File: src/sv/cfuv_pkg.sv
// Package: widths, face codes and item types for cube face selection.
package cfuv_pkg;

  localparam int COMP_BITS    = 16;
  localparam int UV_FRAC_BITS = 16;

  // remainder / divisor width and quotient width of the divider chain
  localparam int RW = COMP_BITS + 1;
  localparam int QW = UV_FRAC_BITS + 1;

  // two front stages then one cell per quotient bit
  localparam int FRONT_STAGES = 2;
  localparam int LATENCY      = FRONT_STAGES + QW;

  localparam logic [QW-1:0] COORD_ONE = QW'(1) << UV_FRAC_BITS;

  localparam logic [2:0] FACE_POS_X = 3'd0;
  localparam logic [2:0] FACE_NEG_X = 3'd1;
  localparam logic [2:0] FACE_POS_Y = 3'd2;
  localparam logic [2:0] FACE_NEG_Y = 3'd3;
  localparam logic [2:0] FACE_POS_Z = 3'd4;
  localparam logic [2:0] FACE_NEG_Z = 3'd5;

  typedef struct packed {
    logic signed [COMP_BITS-1:0] dir_x;
    logic signed [COMP_BITS-1:0] dir_y;
    logic signed [COMP_BITS-1:0] dir_z;
  } in_item_t;

  typedef struct packed {
    logic [2:0]    face;
    logic [QW-1:0] coord_u;
    logic [QW-1:0] coord_v;
    logic          degenerate;
  } out_item_t;

  typedef struct packed {
    logic          valid;
    logic [2:0]    face;
    logic          degenerate;
    logic [RW-1:0] divisor;
    logic [RW-1:0] rem_u;
    logic [RW-1:0] rem_v;
    logic [QW-1:0] quo_u;
    logic [QW-1:0] quo_v;
  } lane_t;

endpackage

File: src/sv/cube_face_uv_select.sv
// Top level: cube map face selection with face coordinates u and v.
//
// Usage:
//   Drive in_data with a direction (three signed Q1.15 components) and raise
//   start. The item is taken at a rising edge with start high and busy low;
//   busy stays low, so a new item may be offered in every cycle.
//   Each item yields one result on out_data, marked by out_valid for exactly
//   one cycle, in the order the items were taken.
//   From the accepting edge an item passes two front stages (major
//   axis, face, dividends) then a chain of 17 divider cells, one quotient bit
//   of u and of v per cell. Throughput is one item per cycle.
//   A zero vector gives face -Z, u = v = 0 and degenerate set.
//   Synchronous active-low reset empties the chain; items in flight are lost
//   and no result appears until new items arrive.
//   The receiver cannot stall the block: a result not taken in its cycle is
//   gone.
module cube_face_uv_select (
  input  logic                clk,
  input  logic                rst_n,
  input  logic                start,
  output logic                busy,
  input  cfuv_pkg::in_item_t  in_data,
  output logic                out_valid,
  output cfuv_pkg::out_item_t out_data
);

  localparam int QW = cfuv_pkg::QW;

  cfuv_pkg::lane_t lane [0:QW];

  assign busy = 1'b0;

  cfuv_front u_front (
    .clk      (clk),
    .rst_n    (rst_n),
    .in_take  (start && !busy),
    .in_data  (in_data),
    .lane_out (lane[0])
  );

  for (genvar i = 0; i < QW; i++) begin : g_cell
    cfuv_cell #(
      .DOUBLE ((i == 0) ? 1'b0 : 1'b1)
    ) u_cell (
      .clk      (clk),
      .rst_n    (rst_n),
      .lane_in  (lane[i]),
      .lane_out (lane[i+1])
    );
  end

  assign out_valid           = lane[QW].valid;
  assign out_data.face       = lane[QW].face;
  assign out_data.coord_u    = lane[QW].quo_u;
  assign out_data.coord_v    = lane[QW].quo_v;
  assign out_data.degenerate = lane[QW].degenerate;

  a_latency : assert property (@(posedge clk) disable iff (!rst_n)
    (start && !busy) |-> ##(cfuv_pkg::LATENCY) out_valid)
    else $error("item taken but no result after the pipeline latency");

  a_coord_range : assert property (@(posedge clk) disable iff (!rst_n)
    out_valid |-> (out_data.coord_u <= cfuv_pkg::COORD_ONE) &&
                  (out_data.coord_v <= cfuv_pkg::COORD_ONE))
    else $error("face coordinate above one");

  a_degenerate : assert property (@(posedge clk) disable iff (!rst_n)
    (out_valid && out_data.degenerate) |->
      (out_data.face == cfuv_pkg::FACE_NEG_Z) &&
      (out_data.coord_u == '0) && (out_data.coord_v == '0))
    else $error("zero vector result not on -Z with zero coordinates");

endmodule

File: src/sv/cfuv_front.sv
// Front stages: component magnitudes, major axis and face, dividends and divisor.
module cfuv_front (
  input  logic              clk,
  input  logic              rst_n,
  input  logic              in_take,
  input  cfuv_pkg::in_item_t in_data,
  output cfuv_pkg::lane_t   lane_out
);

  localparam int C  = cfuv_pkg::COMP_BITS;
  localparam int RW = cfuv_pkg::RW;

  logic                valid1_r;
  logic signed [C-1:0] x_r, y_r, z_r;
  logic [C-1:0]        ax_r, ay_r, az_r;
  logic [C-1:0]        ax_nxt, ay_nxt, az_nxt;

  always_comb begin
    ax_nxt = in_data.dir_x[C-1] ? (~in_data.dir_x + 1'b1) : in_data.dir_x;
    ay_nxt = in_data.dir_y[C-1] ? (~in_data.dir_y + 1'b1) : in_data.dir_y;
    az_nxt = in_data.dir_z[C-1] ? (~in_data.dir_z + 1'b1) : in_data.dir_z;
  end

  always_ff @(posedge clk) begin
    if (!rst_n) begin
      valid1_r <= 1'b0;
    end else begin
      valid1_r <= in_take;
    end
    x_r  <= in_data.dir_x;
    y_r  <= in_data.dir_y;
    z_r  <= in_data.dir_z;
    ax_r <= ax_nxt;
    ay_r <= ay_nxt;
    az_r <= az_nxt;
  end

  logic              ymax, zmax;
  logic [C:0]        xe, ye, ze;
  logic [C:0]        uc, vc;
  logic [C-1:0]      m;
  logic [2:0]        face_nxt;
  cfuv_pkg::lane_t   lane_nxt;
  cfuv_pkg::lane_t   lane_r;

  always_comb begin
    xe   = {x_r[C-1], x_r};
    ye   = {y_r[C-1], y_r};
    ze   = {z_r[C-1], z_r};
    ymax = (ay_r >= ax_r) && (ay_r >= az_r);
    zmax = (az_r >= ax_r) && (az_r >= ay_r);
    priority if (zmax) begin
      m  = az_r;
      vc = ye;
      if (!z_r[C-1] && (z_r != '0)) begin
        uc = xe;
        face_nxt = cfuv_pkg::FACE_POS_Z;
      end else begin
        uc = ~xe + 1'b1;
        face_nxt = cfuv_pkg::FACE_NEG_Z;
      end
    end else if (ymax) begin
      m  = ay_r;
      uc = xe;
      if (!y_r[C-1] && (y_r != '0)) begin
        vc = ~ze + 1'b1;
        face_nxt = cfuv_pkg::FACE_POS_Y;
      end else begin
        vc = ze;
        face_nxt = cfuv_pkg::FACE_NEG_Y;
      end
    end else begin
      m  = ax_r;
      vc = ye;
      if (!x_r[C-1] && (x_r != '0)) begin
        uc = ~ze + 1'b1;
        face_nxt = cfuv_pkg::FACE_POS_X;
      end else begin
        uc = ze;
        face_nxt = cfuv_pkg::FACE_NEG_X;
      end
    end

    lane_nxt.valid      = valid1_r;
    lane_nxt.face       = face_nxt;
    lane_nxt.degenerate = (m == '0);
    // a zero vector divides 0 by 1, giving zero coordinates
    lane_nxt.divisor    = (m == '0) ? RW'(1) : {m, 1'b0};
    lane_nxt.rem_u      = uc + {1'b0, m};
    lane_nxt.rem_v      = vc + {1'b0, m};
    lane_nxt.quo_u      = '0;
    lane_nxt.quo_v      = '0;
  end

  always_ff @(posedge clk) begin
    if (!rst_n) begin
      lane_r.valid <= 1'b0;
    end else begin
      lane_r.valid <= lane_nxt.valid;
    end
    lane_r.face       <= lane_nxt.face;
    lane_r.degenerate <= lane_nxt.degenerate;
    lane_r.divisor    <= lane_nxt.divisor;
    lane_r.rem_u      <= lane_nxt.rem_u;
    lane_r.rem_v      <= lane_nxt.rem_v;
    lane_r.quo_u      <= lane_nxt.quo_u;
    lane_r.quo_v      <= lane_nxt.quo_v;
  end

  assign lane_out = lane_r;

endmodule

File: src/sv/cfuv_cell.sv
// Divider cell: one quotient bit for u and for v, handed on to the next cell.
module cfuv_cell #(
  parameter bit DOUBLE = 1'b1
) (
  input  logic            clk,
  input  logic            rst_n,
  input  cfuv_pkg::lane_t lane_in,
  output cfuv_pkg::lane_t lane_out
);

  localparam int RW = cfuv_pkg::RW;
  localparam int QW = cfuv_pkg::QW;

  logic [RW-1:0]   ru, rv;
  logic            ge_u, ge_v;
  cfuv_pkg::lane_t lane_nxt;
  cfuv_pkg::lane_t lane_r;

  always_comb begin
    ru   = DOUBLE ? {lane_in.rem_u[RW-2:0], 1'b0} : lane_in.rem_u;
    rv   = DOUBLE ? {lane_in.rem_v[RW-2:0], 1'b0} : lane_in.rem_v;
    ge_u = (ru >= lane_in.divisor);
    ge_v = (rv >= lane_in.divisor);
    lane_nxt       = lane_in;
    lane_nxt.rem_u = ge_u ? (ru - lane_in.divisor) : ru;
    lane_nxt.rem_v = ge_v ? (rv - lane_in.divisor) : rv;
    lane_nxt.quo_u = {lane_in.quo_u[QW-2:0], ge_u};
    lane_nxt.quo_v = {lane_in.quo_v[QW-2:0], ge_v};
  end

  always_ff @(posedge clk) begin
    if (!rst_n) begin
      lane_r.valid <= 1'b0;
    end else begin
      lane_r.valid <= lane_nxt.valid;
    end
    lane_r.face       <= lane_nxt.face;
    lane_r.degenerate <= lane_nxt.degenerate;
    lane_r.divisor    <= lane_nxt.divisor;
    lane_r.rem_u      <= lane_nxt.rem_u;
    lane_r.rem_v      <= lane_nxt.rem_v;
    lane_r.quo_u      <= lane_nxt.quo_u;
    lane_r.quo_v      <= lane_nxt.quo_v;
  end

  assign lane_out = lane_r;

endmodule
File: config.mk
export PLATFORM = sky130hd
export DESIGN_NAME = cube_face_uv_select
export DESIGN_NICKNAME = d
export VERILOG_FILES = /design/src/sv/cfuv_pkg.sv /design/src/sv/cube_face_uv_select.sv /design/src/sv/cfuv_front.sv /design/src/sv/cfuv_cell.sv
export SDC_FILE = /design/constraint.sdc
export NUM_CORES = 2
export LEC_CHECK = 0
export BUFFER_PORTS_ARGS = -buffer_cell sky130_fd_sc_hd__buf_2
export CORE_MARGIN = 2
export CORE_UTILIZATION = 55
export DETAILED_ROUTE_END_ITERATION = 7
export PLACE_DENSITY = 0.74
export REMOVE_ABC_BUFFERS = 1
export SYNTH_ARGS = -nofsm -noshare
export SYNTH_HDL_FRONTEND = slang
export SYNTH_HIERARCHICAL = 1
export SYNTH_SLANG_ARGS = --single-unit
File: constraint.sdc
create_clock -name clk -period 5.41 [get_ports clk]
set_clock_uncertainty 0.2 [all_clocks]
set_input_delay 0.541 -clock clk [delete_from_list [all_inputs] [get_ports clk]]
set_output_delay 0.541 -clock clk [all_outputs]
set_load 0.05 [all_outputs]
==> run summary <==
The length in cells of the worst reg-to-reg path came out at 20. Setup violations remaining at the end of the flow were counted as 3. The critical setup path kind is flip-flop to flip-flop. The required time at the worst-slack endpoint is 5.91 ns. The worst setup path is launched from a flip-flop. Timing would allow up to 0.1824 GHz. The detailed-route wire length per cell is 19.52 um.

The worst pin sits at a relative slew slack of 23.28%. The first-pass GRT wire length is 268400 um. In this run the horizontal extent of the chip is 347.2 um.

The congestion estimate from routability-driven global placement came to 0.9550. Subtracting the final worst setup slack from the clock period gives 5.482 ns. The number of H-tree levels is 4. The launching point of the worst reg2reg path is u_front/z_r[1]. The startpoint identified for the worst hold timing path is g_cell[14].u_cell/lane_out[21]. The hold violation count in the final report was 0. A synthesized cell averages 9.286 um^2. The number of antenna violations at the first check in global routing came out at 3. Data on the critical path arrives at its endpoint at 5.98 ns. The count of nets left with antenna violations after detail routing is 0. The via count of the first global-routing pass came out at 49468. After layout, the worst setup slack is -0.07176 ns. During placement, the flow inserted port buffers numbering 89. Clock-pin slew was measured on the worst setup and hold paths at 0.06 ns.

The height of the chip is 347.2 um. The signed area change from the synthesized netlist to the final layout came out at 12.11%. The post-detailed-routing wire length is 171900 um. The library cell used most frequently in the layout, excluding fill and tap cells, is sky130_fd_sc_hd__dfxtp_1. The HPWL after detailed placement came out at 133000 um. The area of the die came out at 0.1206 mm^2. The internal reg-to-reg setup slack came out at -0.07 ns. Clock tree synthesis selected as its root buffer the cell sky130_fd_sc_hd__clkbuf_16. The number of instances in the synthesized netlist is 6978. The starting density of the core came out at 55.61%. The core area is 0.1165 mm^2. The top cell types in the final layout, fill and taps aside, are 1322 x sky130_fd_sc_hd__dfxtp_1, 662 x sky130_fd_sc_hd__ha_1, 565 x sky130_fd_sc_hd__a21oi_1, 508 x sky130_fd_sc_hd__inv_1, 495 x sky130_fd_sc_hd__nand2_1.

The clock latency of the later-clocked register in the worst-skew pair is 0.78 ns. The net count reported at finish is 7920. The count of fill cells added during filler insertion is 9659. Summed over all layers, the global routing overflow is 0. The endpoint identified for the worst register-to-register timing path is u_front/lane_out[67].

The maximum net fanout on the critical path came out at 4. The max-capacitance violation count is 0. The placed standard-cell area came out at 0.06687 mm^2. The worst hold path belongs to the class flip-flop to flip-flop. Row generation in the floorplan step produced 125 rows. The count of pins over their slew limit was 0. The number of buffers created by CTS is 135. The first detailed-routing pass took 6 iterations.

Cells fill 62.34% of the core in the end. Setup repair after global routing could not meet its margin everywhere. The number of design-rule violations left by the first detailed-router iteration came out at 4071. The actual slew at the worst max-slew pin came out at 1.151 ns. The I/O pin total came out at 91. The vias after detailed routing came out at 50857.

The number of stages on the worst hold path came out at 0. The residual DRC count is 0. The run finished, with violations left. The final reports fail on setup timing. The finished layout cell area is 0.07264 mm^2. The endpoint with the worst hold slack is g_cell[15].u_cell/lane_out[22]. For this design, the sink count on the clock tree is 1324.

The synthesis warning total is 6. Entering global routing, the biggest net connects 39 pins. The final critical path takes up 101.3% of the cycle. The clock passes through at most 3 buffers. The element type at the critical path end is a flip-flop. Summing every instance area after synthesis gives 0.06479 mm^2. The share of layout cells above drive strength 1 came out at 9.861%. The per-cell via count in the routed design came out at 5.775. The post-route setup TNS came out at -0.1889 ns. TritonCTS built the clock tree. The overall routing resource usage is 27.95%.
-- how the worst max path moves through the flow --
stage                            to           start  slack, ns  depth (start not counted)
2_1_floorplan  u_front/lane_out[67]  u_front/z_r[0]      -0.76                         20
3_3_place_gp   u_front/lane_out[67]  u_front/z_r[0]      -0.26                         21
3_5_place_dp   u_front/lane_out[67]  u_front/z_r[1]      -0.41                         21
4_1_cts        u_front/lane_out[67]  u_front/z_r[1]      -0.02                         21
5_1_grt        u_front/lane_out[66]  u_front/z_r[1]      -0.20                         22
6_report       u_front/lane_out[67]  u_front/z_r[1]      -0.07                         20
-- critical path, cell delays in order (launching register included) --
cell	delay (ns)
sky130_fd_sc_hd__dfxtp_2	0.33
sky130_fd_sc_hd__inv_2	0.09
sky130_fd_sc_hd__ha_4	0.14
sky130_fd_sc_hd__or3b_4	0.38
sky130_fd_sc_hd__or4b_4	0.50
sky130_fd_sc_hd__or3_4	0.35
sky130_fd_sc_hd__or3_4	0.34
sky130_fd_sc_hd__or3_4	0.35
sky130_fd_sc_hd__ha_4	0.20
sky130_fd_sc_hd__mux2i_2	0.23
sky130_fd_sc_hd__o21ai_1	0.12
sky130_fd_sc_hd__buf_4	0.15
sky130_fd_sc_hd__fa_1	0.40
sky130_fd_sc_hd__a211o_1	0.31
sky130_fd_sc_hd__a21oi_2	0.19
sky130_fd_sc_hd__o21ai_2	0.09
sky130_fd_sc_hd__a41oi_2	0.23
sky130_fd_sc_hd__a21oi_2	0.10
sky130_fd_sc_hd__a221o_1	0.36
sky130_fd_sc_hd__a31oi_2	0.16
sky130_fd_sc_hd__xor2_1	0.16
-- through the flow --
| step | hold WS (ns) | setup WS, ns | cells |
|---|---|---|---|
| 2_1_floorplan | 0.1096 | -0.7646 | 6750 |
| 3_5_place_dp | 0.1121 | -0.4058 | 8462 |
| 5_1_grt | 0.1157 | -0.2006 | 8805 |
| 3_3_place_gp | 0.1095 | -0.2631 | 8462 |
| 6_report | 0.1038 | -0.07176 | 8806 |
| 4_1_cts | 0.1102 | -0.02087 | 8798 |
-- sequential cells by signal, summed over array words and instances (netlist names) --
register / flops
u_front/ax_r: 15
u_front/valid1_r: 1
u_front/x_r: 16
u_front/lane_out: 55
u_front/z_r: 16
u_front/y_r: 16
g_cell.u_cell/lane_out: 1175
u_front/ay_r: 15
u_front/az_r: 15
-- metal layers --
layer	wire length, um	GRT usage [%]
met1	75200	35.83
met2	80130	46.94
met3	9113	3.745
met4	7416	12.35
met5	13	0
-- area by class of cell --
cell class,count,area (um^2),area share [%]
timing repair buffer,283,2062,2.839
inverter,510,1914,2.635
clock buffer,179,3744,5.154
sequential,1324,26510,36.49
antenna,1,2.502,0.003445
clock inverter,69,923.4,1.271
multi-input combinational,4916,35580,48.98
tap,1524,1907,2.625
-- repair_timing --
action                                  4_1_cts  5_1_grt
cloned                                        1        0
hold buffers                                 51        0
hold endpoints to repair                    112        0
pin swaps                                    23       29
endpoints found under the setup margin        6        9
gates resized for setup                      37       33
setup buffers                                36        8
Power is left out: the tool's default activity adds up to more than one toggle a clock period on the data nets, which glitch-free logic cannot reach.
